## src/rtl/tclru_pkg.sv

```systemverilog
// Shared types and constants for the tile cache LRU policy block.
// Used by tclru_ctrl, tclru_dp and tile_cache_lru_policy; depends on nothing.
package tclru_pkg;

  localparam int DEPTH_DEF      = 64;
  localparam int COORD_BITS_DEF = 16;

  // Configuration port.
  localparam int ADDR_W = 3;
  localparam int DATA_W = 32;
  localparam int MAX_W  = 7;
  localparam logic [0:0]       REG_MAX_ENTRIES = 1'b0;
  localparam logic [MAX_W-1:0] MAX_ENTRIES_RST = 7'd64;

  // Item actions.
  localparam int ACT_W = 2;
  localparam logic [ACT_W-1:0] ACT_REQUEST = 2'd0;
  localparam logic [ACT_W-1:0] ACT_PROBE   = 2'd1;
  localparam logic [ACT_W-1:0] ACT_INVAL   = 2'd2;

  // What follows the lookup scan.
  typedef enum logic [1:0] {
    PLAN_NONE,
    PLAN_WRITE,
    PLAN_TOUCH
  } plan_t;

  typedef struct packed {
    logic load;
    logic scan;
    logic decide;
    logic touch;
  } dp_cmd_t;

  typedef struct packed {
    logic  more;
    plan_t plan;
  } dp_stat_t;

endpackage

```

## src/rtl/tclru_ctrl.sv

```systemverilog
// Sequencer for the tile cache LRU policy: lookup pass, decision, recency pass.
// Depends on tclru_pkg for the command and status structs.
module tclru_ctrl (
  input  logic               clk,
  input  logic               rst,
  input  logic               start,
  output logic               busy,
  output logic               done,
  output tclru_pkg::dp_cmd_t cmd,
  input  tclru_pkg::dp_stat_t stat
);
  import tclru_pkg::*;

  typedef enum logic [2:0] {
    ST_IDLE,
    ST_SCAN,
    ST_DECIDE,
    ST_TOUCH,
    ST_DONE
  } state_t;

  state_t state;
  state_t state_next;

  always_comb begin
    state_next = state;
    unique case (state)
      ST_IDLE:   if (start) state_next = ST_SCAN;
      ST_SCAN:   if (!stat.more) state_next = ST_DECIDE;
      ST_DECIDE: state_next = (stat.plan == PLAN_TOUCH) ? ST_TOUCH : ST_DONE;
      // The write for the last entry read lands in the cycle that leaves here.
      ST_TOUCH:  if (!stat.more) state_next = ST_DONE;
      ST_DONE:   state_next = ST_IDLE;
      default:   state_next = ST_IDLE;
    endcase
  end

  always_comb begin
    cmd.load   = (state == ST_IDLE) && start;
    cmd.scan   = (state == ST_SCAN) && stat.more;
    cmd.decide = (state == ST_DECIDE);
    cmd.touch  = (state == ST_TOUCH) && stat.more;
  end

  assign busy = (state != ST_IDLE);

  always_ff @(posedge clk) begin
    if (rst) begin
      state <= ST_IDLE;
      done  <= 1'b0;
    end else begin
      state <= state_next;
      done  <= (state_next == ST_DONE);
    end
  end

  a_done_pulse: assert property (@(posedge clk) disable iff (rst) done |=> !done)
    else $error("result strobe held for more than one cycle");
  a_done_busy: assert property (@(posedge clk) disable iff (rst) done |-> busy)
    else $error("result strobe outside an item");
  a_start_rise: assert property (@(posedge clk) disable iff (rst)
    $rose(busy) |-> $past(start))
    else $error("went busy without an accepted item");

endmodule

```

## src/rtl/tclru_dp.sv

```systemverilog
// Datapath of the tile cache LRU policy: slot memory, scan pipeline, fill count,
// recency update and result registers. Depends on tclru_pkg.
module tclru_dp #(
  parameter int DEPTH      = tclru_pkg::DEPTH_DEF,
  parameter int COORD_BITS = tclru_pkg::COORD_BITS_DEF
) (
  input  logic                          clk,
  input  logic                          rst,
  input  tclru_pkg::dp_cmd_t            cmd,
  output tclru_pkg::dp_stat_t           stat,
  input  logic [tclru_pkg::MAX_W-1:0]   max_entries,
  input  logic [tclru_pkg::ACT_W-1:0]   action,
  input  logic [COORD_BITS-1:0]         tile_col,
  input  logic [COORD_BITS-1:0]         tile_row,
  output logic                          hit,
  output logic                          needs_paint,
  output logic [$clog2(DEPTH)-1:0]      slot,
  output logic                          evicted,
  output logic [COORD_BITS-1:0]         evicted_col,
  output logic [COORD_BITS-1:0]         evicted_row,
  output logic                          present_fresh
);
  import tclru_pkg::*;

  localparam int SW = $clog2(DEPTH);
  localparam int UW = $clog2(DEPTH + 1);
  localparam int AW = SW;
  localparam int WW = 2 * COORD_BITS + 1 + AW;
  localparam int LW = (UW > MAX_W) ? UW : MAX_W;

  // Entry word: column, row, stale flag, recency rank (0 is least recent).
  logic [WW-1:0] mem [DEPTH];

  logic [ACT_W-1:0]      act_q;
  logic [COORD_BITS-1:0] col_q;
  logic [COORD_BITS-1:0] row_q;
  logic [UW-1:0]         idx;
  logic [UW-1:0]         used;
  logic                  rd_vld_q;
  logic                  rd_touch_q;
  logic [SW-1:0]         rd_idx_q;
  logic [WW-1:0]         rd_q;

  logic                  found;
  logic [SW-1:0]         f_idx;
  logic                  f_stale;
  logic [AW-1:0]         f_age;
  logic [SW-1:0]         lru_idx;
  logic [COORD_BITS-1:0] lru_col;
  logic [COORD_BITS-1:0] lru_row;
  logic [SW-1:0]         tgt;
  logic [AW-1:0]         tgt_r;

  logic [COORD_BITS-1:0] rd_col;
  logic [COORD_BITS-1:0] rd_row;
  logic                  rd_stale;
  logic [AW-1:0]         rd_age;
  logic [LW-1:0]         me_w;
  logic [LW-1:0]         lim;
  logic                  full;
  plan_t                 plan;

  logic                  wr_en;
  logic [SW-1:0]         wr_addr;
  logic [WW-1:0]         wr_data;
  logic [AW-1:0]         age_new;

  logic                  hit_n;
  logic                  paint_n;
  logic [SW-1:0]         slot_n;
  logic                  ev_n;
  logic [COORD_BITS-1:0] ecol_n;
  logic [COORD_BITS-1:0] erow_n;
  logic                  fresh_n;

  assign rd_col   = rd_q[WW-1 -: COORD_BITS];
  assign rd_row   = rd_q[AW+COORD_BITS -: COORD_BITS];
  assign rd_stale = rd_q[AW];
  assign rd_age   = rd_q[AW-1:0];

  // A limit of zero or above the depth means the whole store.
  always_comb begin
    me_w = LW'(max_entries);
    if (me_w == '0 || me_w > LW'(DEPTH)) begin
      lim = LW'(DEPTH);
    end else begin
      lim = me_w;
    end
    full = (LW'(used) >= lim);
  end

  always_comb begin
    plan = PLAN_NONE;
    case (act_q)
      ACT_REQUEST: plan = (found || full) ? PLAN_TOUCH : PLAN_WRITE;
      ACT_INVAL:   plan = found ? PLAN_WRITE : PLAN_NONE;
      default:     plan = PLAN_NONE;
    endcase
  end

  assign stat.more = (idx < used);
  assign stat.plan = plan;

  // Single write port: a fill or an invalidate at decision time, or the
  // rewrite of each entry in the cycle after it is read in the recency pass.
  always_comb begin
    wr_en   = 1'b0;
    wr_addr = '0;
    wr_data = '0;
    age_new = rd_age;
    if (rd_age > tgt_r) begin
      age_new = rd_age - 1'b1;
    end
    if (cmd.decide && plan == PLAN_WRITE) begin
      wr_en = 1'b1;
      if (act_q == ACT_REQUEST) begin
        wr_addr = used[SW-1:0];
        wr_data = {col_q, row_q, 1'b0, used[AW-1:0]};
      end else begin
        wr_addr = f_idx;
        wr_data = {col_q, row_q, 1'b1, f_age};
      end
    end else if (rd_vld_q && rd_touch_q) begin
      wr_en   = 1'b1;
      wr_addr = rd_idx_q;
      if (rd_idx_q == tgt) begin
        wr_data = {col_q, row_q, 1'b0, AW'(used - 1'b1)};
      end else begin
        wr_data = {rd_col, rd_row, rd_stale, age_new};
      end
    end
  end

  always_ff @(posedge clk) begin
    if (wr_en) begin
      mem[wr_addr] <= wr_data;
    end
  end

  always_ff @(posedge clk) begin
    if (cmd.scan || cmd.touch) begin
      rd_q <= mem[idx[SW-1:0]];
    end
  end

  always_ff @(posedge clk) begin
    if (rst) begin
      used     <= '0;
      rd_vld_q <= 1'b0;
    end else begin
      rd_vld_q <= cmd.scan || cmd.touch;
      if (cmd.decide && plan == PLAN_WRITE && act_q == ACT_REQUEST) begin
        used <= used + 1'b1;
      end
    end
  end

  always_ff @(posedge clk) begin
    rd_touch_q <= cmd.touch;
    rd_idx_q   <= idx[SW-1:0];
    if (cmd.load || cmd.decide) begin
      idx <= '0;
    end else if (cmd.scan || cmd.touch) begin
      idx <= idx + 1'b1;
    end
    if (cmd.load) begin
      act_q   <= action;
      col_q   <= tile_col;
      row_q   <= tile_row;
      found   <= 1'b0;
      lru_idx <= '0;
    end else if (rd_vld_q && !rd_touch_q) begin
      // The first matching slot wins; ranks are unique, so one slot has rank 0.
      if (!found && rd_col == col_q && rd_row == row_q) begin
        found   <= 1'b1;
        f_idx   <= rd_idx_q;
        f_stale <= rd_stale;
        f_age   <= rd_age;
      end
      if (rd_age == '0) begin
        lru_idx <= rd_idx_q;
        lru_col <= rd_col;
        lru_row <= rd_row;
      end
    end
    if (cmd.decide) begin
      tgt   <= found ? f_idx : lru_idx;
      tgt_r <= found ? f_age : '0;
    end
  end

  always_comb begin
    hit_n   = 1'b0;
    paint_n = 1'b0;
    slot_n  = '0;
    ev_n    = 1'b0;
    ecol_n  = '0;
    erow_n  = '0;
    fresh_n = 1'b0;
    case (act_q)
      ACT_REQUEST: begin
        if (found) begin
          hit_n   = 1'b1;
          paint_n = f_stale;
          slot_n  = f_idx;
        end else if (!full) begin
          paint_n = 1'b1;
          slot_n  = used[SW-1:0];
        end else begin
          paint_n = 1'b1;
          slot_n  = lru_idx;
          ev_n    = 1'b1;
          ecol_n  = lru_col;
          erow_n  = lru_row;
        end
      end
      ACT_PROBE: begin
        if (found) begin
          hit_n   = 1'b1;
          slot_n  = f_idx;
          fresh_n = !f_stale;
        end
      end
      ACT_INVAL: begin
        if (found) begin
          hit_n  = 1'b1;
          slot_n = f_idx;
        end
      end
      default: begin
        hit_n = 1'b0;
      end
    endcase
  end

  always_ff @(posedge clk) begin
    if (cmd.decide) begin
      hit           <= hit_n;
      needs_paint   <= paint_n;
      slot          <= slot_n;
      evicted       <= ev_n;
      evicted_col   <= ecol_n;
      evicted_row   <= erow_n;
      present_fresh <= fresh_n;
    end
  end

  a_used_depth: assert property (@(posedge clk) disable iff (rst) used <= UW'(DEPTH))
    else $error("fill count beyond depth");
  a_touch_in_use: assert property (@(posedge clk) disable iff (rst)
    (rd_vld_q && rd_touch_q) |-> (UW'(rd_idx_q) < used))
    else $error("recency rewrite outside the slots in use");
  a_found_in_use: assert property (@(posedge clk) disable iff (rst)
    cmd.decide && found |-> (UW'(f_idx) < used))
    else $error("match reported on a slot not in use");

endmodule

```

## src/rtl/tile_cache_lru_policy.sv

```systemverilog
// Tile cache LRU policy, top level: from start to the done strobe, an item runs a
// lookup pass over the N slots in use and a decision; a request that hits or evicts
// adds a recency pass. Both passes read one slot per cycle from the slot memory's
// single read port. The next item is accepted the cycle after done.
// Synchronous reset empties the store and sets max_entries to 64; no memory clearing.
// Results are registered at the decision, valid with done, and cannot be stalled.
module tile_cache_lru_policy #(
  parameter int DEPTH      = tclru_pkg::DEPTH_DEF,
  parameter int COORD_BITS = tclru_pkg::COORD_BITS_DEF
) (
  input  logic                          clk,
  input  logic                          rst,
  input  logic                          psel,
  input  logic                          penable,
  input  logic                          pwrite,
  input  logic [tclru_pkg::ADDR_W-1:0]  paddr,
  input  logic [tclru_pkg::DATA_W-1:0]  pwdata,
  output logic [tclru_pkg::DATA_W-1:0]  prdata,
  output logic                          pready,
  input  logic                          start,
  output logic                          busy,
  input  logic [tclru_pkg::ACT_W-1:0]   action,
  input  logic [COORD_BITS-1:0]         tile_col,
  input  logic [COORD_BITS-1:0]         tile_row,
  output logic                          done,
  output logic                          hit,
  output logic                          needs_paint,
  output logic [$clog2(DEPTH)-1:0]      slot,
  output logic                          evicted,
  output logic [COORD_BITS-1:0]         evicted_col,
  output logic [COORD_BITS-1:0]         evicted_row,
  output logic                          present_fresh
);
  import tclru_pkg::*;

  logic [MAX_W-1:0] max_entries;
  logic             reg_sel;
  dp_cmd_t          cmd;
  dp_stat_t         stat;

  assign pready  = 1'b1;
  assign reg_sel = (paddr[2] == REG_MAX_ENTRIES);
  assign prdata  = reg_sel ? DATA_W'(max_entries) : '0;

  always_ff @(posedge clk) begin
    if (rst) begin
      max_entries <= MAX_ENTRIES_RST;
    end else if (psel && penable && pwrite && pready && reg_sel) begin
      max_entries <= pwdata[MAX_W-1:0];
    end
  end

  tclru_ctrl u_ctrl (
    .clk   (clk),
    .rst   (rst),
    .start (start),
    .busy  (busy),
    .done  (done),
    .cmd   (cmd),
    .stat  (stat)
  );

  tclru_dp #(
    .DEPTH      (DEPTH),
    .COORD_BITS (COORD_BITS)
  ) u_dp (
    .clk           (clk),
    .rst           (rst),
    .cmd           (cmd),
    .stat          (stat),
    .max_entries   (max_entries),
    .action        (action),
    .tile_col      (tile_col),
    .tile_row      (tile_row),
    .hit           (hit),
    .needs_paint   (needs_paint),
    .slot          (slot),
    .evicted       (evicted),
    .evicted_col   (evicted_col),
    .evicted_row   (evicted_row),
    .present_fresh (present_fresh)
  );

endmodule
```

## config.mk

```make
export PLATFORM = sky130hd
export DESIGN_NAME = tile_cache_lru_policy
export DESIGN_NICKNAME = d
export VERILOG_FILES = /design/src/rtl/tclru_pkg.sv /design/src/rtl/tclru_ctrl.sv /design/src/rtl/tclru_dp.sv /design/src/rtl/tile_cache_lru_policy.sv
export SDC_FILE = /design/constraint.sdc
export NUM_CORES = 2
export LEC_CHECK = 0
export BUFFER_PORTS_ARGS = -buffer_cell sky130_fd_sc_hd__buf_2
export CAP_MARGIN = 20
export CORE_ASPECT_RATIO = 1.1
export CORE_MARGIN = 2
export CORE_UTILIZATION = 45
export CTS_BUF_LIST = sky130_fd_sc_hd__clkbuf_16
export DETAILED_ROUTE_END_ITERATION = 12
export PLACE_DENSITY = 0.58
export SLEW_MARGIN = 25
export SYNTH_ARGS = -nofsm -noshare
export SYNTH_HDL_FRONTEND = slang
export SYNTH_SLANG_ARGS = --single-unit
```

## constraint.sdc

```tcl
create_clock -name clk -period 15.9 [get_ports clk]
set_input_delay 0.795 -clock clk [delete_from_list [all_inputs] [get_ports clk]]
set_output_delay 0.795 -clock clk [all_outputs]
set_load 0.005 [all_outputs]
```

==> results by group <==
Detailed routing
  • Top Layer Used: met4
  • Antenna Nets Post-Route: 0
  • WL met1: between 100000 and 150000 µm
  • DRC errors left: 0
  • Met2 routed WL: between 100000 and 150000 µm
  • DR vias/cell: just under 6
  • Routed met3 length: approximately 16000 µm
  • DR pass1 iterations: 8
  • DR WL/cell: about 32 µm
  • Post-Route WL: ~250000 µm
  • Iteration-0 DRC Markers: about 5300
  • Vias: between 40000 and 50000

Finish
  • Area Growth Syn to Fin: 13.00%
  • Post-route insts no fill: 7999
  • Most frequent cells in the layout: edfxtp_1, mux4_2, clkbuf_16
  • Commonest non-fill, non-tap cell in the layout: edfxtp_1
  • Register area: just over 0.08 mm²
  • Nets: between 4000 and 5000
  • Area occupied by multi-input gates: between 0.02 and 0.025 mm²
  • Layout fillers: about 18000
  • Share of cells above drive strength 1: a little under a third

Synth
  • Ys flop type: edfxtp_1
  • Seq/Total Area, Yosys: just under 80%
  • Count of cell types in the netlist: between 50 and 60
  • Fraction of registers with async set/reset: 0%
  • Syn Area/Cell: approximately 23 µm²
  • Synthesized netlist cell count: 4447
  • Post-synthesis cell area: 0.1042 mm²
  • Synth Register Bits: roughly 2700
  • EDFF count, synth: 2668
  • Yosys warning total: 0

Worst hold path
  • Hold worst-path end: u_dp.col_q[1]$_DFFE_PP_
  • Hold depth: 1
  • Worst hold-check path type: in -> reg
  • Hold_sp: tile_col[1]

Setup path
  • Startpoint Class: flip-flop
  • Worst R2R Path Depth: 8
  • Worst r2r dst: u_dp.rd_q[13]$_DFFE_PP_
  • Cell type of the slowest stage on the worst timing path: a22oi_1
  • Flop2flop setup slack: between 10 and 15 ns
  • Crit path top cell by count: buf_4
  • Arr. time, crit path: about 6.2 ns
  • Critical path type: reg -> reg
  • R2r startpoint: u_dp.idx[0]$_SDFFE_PP0P_
  • Worst path bufs/invs: 4
  • Req. time, crit path: around 17 ns
  • Critical Path Fanout Max: 36
  • CP peak stage delay: between 0.7 and 0.8 ns
  • Top delay family on crit path: buffers and inverters
  • Critical path endpoint category: flip-flop
  • Crit-path cells: buf_4, buf_4, buf_4, buf_4, mux4_2, mux4_2, a22oi_1, nand2_1

STA
  • Clk_skew: 0.03869 ns
  • Worst-margin pin slew: 1.148 ns
  • # setup viols final: 0
  • Slew HR: about a quarter
  • Setup WS post-layout: approximately 10 ns
  • RSZ-0062 raised after global routing: no
  • Final Hold Viols: 0
  • Setup TNS Final: 0 ns
  • Crit share post-route: a little over a third
  • Pins over their slew limit: 0
  • Post-layout minimum cycle time: 5.554 ns
  • Peak Freq: about 180 MHz

Global route
  • Largest net degree at the start of global routing: 110
  • Overall Global Routing Usage: between 20% and 30%
  • First-pass GRT wire length: approximately 360000 µm
  • Vias in the first global route: between 40000 and 50000
  • Antenna violations before repair: 6
  • Grt total ovfl: 0

Floorplan
  • Core footprint: 0.2305 mm²
  • # IOs: 152
  • Chip height: ~500 µm
  • Rows: approximately 190
  • Die Span X: around 460 µm
  • DIE AREA: 0.2355 mm²
  • Initial Utilization: a little under half

Placed design
  • HPWL Detailed: 129900 µm
  • Gpl congestion: roughly 0.8
  • Pre-CTS WS: roughly 10 ns
  • # port buffers: ~100
  • Placed cell count: between 7000 and 8000

Pwr
  • Sequential share of power: 56.2%
  • Peak supply drop: 0.0001317 V
  • Internal Power: ~11 mW
  • Clk network pwr share: between 40% and 50%
  • P per Cell Area: between 100 and 150 mW/mm²
  • Design Power: 13.83 mW
  • Combinational power share: less than 1%
  • Switching share of total power: approximately a fifth
  • Net switching power: approximately 2.6 mW
  • Pleak: just under 40 nW

Clocking
  • Resized Gates After CTS: 0
  • Clock latency on the worst-skew pair: between 0.9 and 1 ns
  • TritonCTS Buffers: 282
  • Clk buf depth: 4
  • # clock sinks: between 2000 and 3000
  • Clock-pin transition on the worst setup and hold timing paths: approximately 0.060 ns
  • CTS tree: yes
  • H-tree levels: 5
  • CTS root buffer: clkbuf_16

Run
  • Number of max-cap violations: 0

Outcome
  • Status: completed
-- worst reg2reg max path: cells and delay by family (launching register included) --
family	cells	cell delay, ns
buffers and inverters	4	2.72
AOI/OAI and AO/OA	1	0.77
and+or+nand+nor	1	0.13
DFF	1	0.57
muxes	2	1.13
-- cells in the mapped netlist, types with 19 or more instances --
| cell | count | area, µm² |
|---|---|---|
| a21oi_1 | 23 | 115.1 |
| a22o_1 | 32 | 280.3 |
| a22oi_1 | 78 | 585.6 |
| and3_1 | 34 | 212.7 |
| buf_1 | 30 | 112.6 |
| buf_2 | 57 | 285.3 |
| buf_4 | 43 | 322.8 |
| clkbuf_1 | 123 | 461.7 |
| dfxtp_1 | 40 | 800.8 |
| edfxtp_1 | 2668 | 80120 |
| ha_1 | 28 | 350.3 |
| inv_1 | 35 | 131.4 |
| mux2i_1 | 35 | 350.3 |
| mux4_2 | 780 | 17570 |
| nand2_1 | 67 | 251.5 |
| nor2_1 | 133 | 499.2 |
| o21ai_0 | 19 | 95.09 |
| xnor2_1 | 42 | 367.9 |
-- layout make-up --
type	count	share of cell area, %
Inverter	36	0.1169
Timing Repair Buffer	254	1.526
Tap cell	3085	3.277
Clock buffer	289	6.140
Sequential cell	2708	68.72
Antenna cell	2	0.004249
Multi-Input combinational cell	1466	19.46
Clock inverter	159	0.7532
-- how the worst max path moves through the flow --
stage / from / end / slack (ns) / cells after the start
global placement: u_dp.idx[0]$_SDFFE_PP0P_ / u_dp.rd_q[15]$_DFFE_PP_ / 10.06 / 8
finish: u_dp.idx[0]$_SDFFE_PP0P_ / u_dp.rd_q[13]$_DFFE_PP_ / 10.35 / 8
global route: u_dp.idx[0]$_SDFFE_PP0P_ / u_dp.rd_q[15]$_DFFE_PP_ / 9.80 / 8
floorplan: u_ctrl.state[1]$_SDFF_PP0_ / u_dp.mem[40][0]$_DFFE_PP_ / 9.68 / 9
CTS: u_dp.idx[0]$_SDFFE_PP0P_ / u_dp.rd_q[15]$_DFFE_PP_ / 10.12 / 8
detailed placement: u_dp.idx[0]$_SDFFE_PP0P_ / u_dp.rd_q[18]$_DFFE_PP_ / 10.08 / 8
-- through the flow --
stage	cell area (µm²)	hold slack (ns)	util, %
final	117800	0.07365	51.09
after global routing	117800	0.03522	51.08
after CTS	117500	0.0008866	50.98
after detailed placement	109300	0.4710	47.39
after global placement	109200	0.4749	47.35
after floorplan	104300	0.3497	-
-- power groups by stage --
stage	sequential [mW]	clock, mW	combinational [mW]
detailed placement	7.92	0	0.102
global route	7.77	6.34	0.115
floorplan	7.91	0	0.0693
CTS	7.77	6.08	0.106
global placement	7.92	0	0.100
finish	7.77	5.96	0.105
-- logic make-up after synthesis --
kind of cell / Yosys count / synth area share, %
DFF: 2708 / 77.64
xor gates and xnor gates: 50 / 0.4202
and+or+nand+nor: 340 / 1.550
other: 2 / 0.007206
muxes: 827 / 17.34
adders and majority gates: 28 / 0.3361
AOI/OAI and AO/OA: 195 / 1.359
buffers and inverters: 297 / 1.351
-- state kept, by name, indices dropped and copies added, names as in the netlist, 7 cells and up --
signal,flops
max_entries,7
u_dp.rd_q,39
u_dp.evicted_row,16
u_dp.col_q,16
u_dp.mem,2496
u_dp.evicted_col,16
u_dp.idx,7
u_dp.used,7
u_dp.lru_col,16
u_dp.lru_row,16
u_dp.row_q,16
-- what timing repair did --
action,4_1_cts,5_1_grt
buffers inserted,0,0
endpoints found under the hold margin,16,0
hold buffers,16,0
-- per-layer routing --
metal,up-vias,global-route usage [%]
li1,19500,-
met1,25930,29.72
met2,1631,35.36
met3,351,4.100
met4,0,5.792
met5,-,0
(Power assumes the default switching activity.)
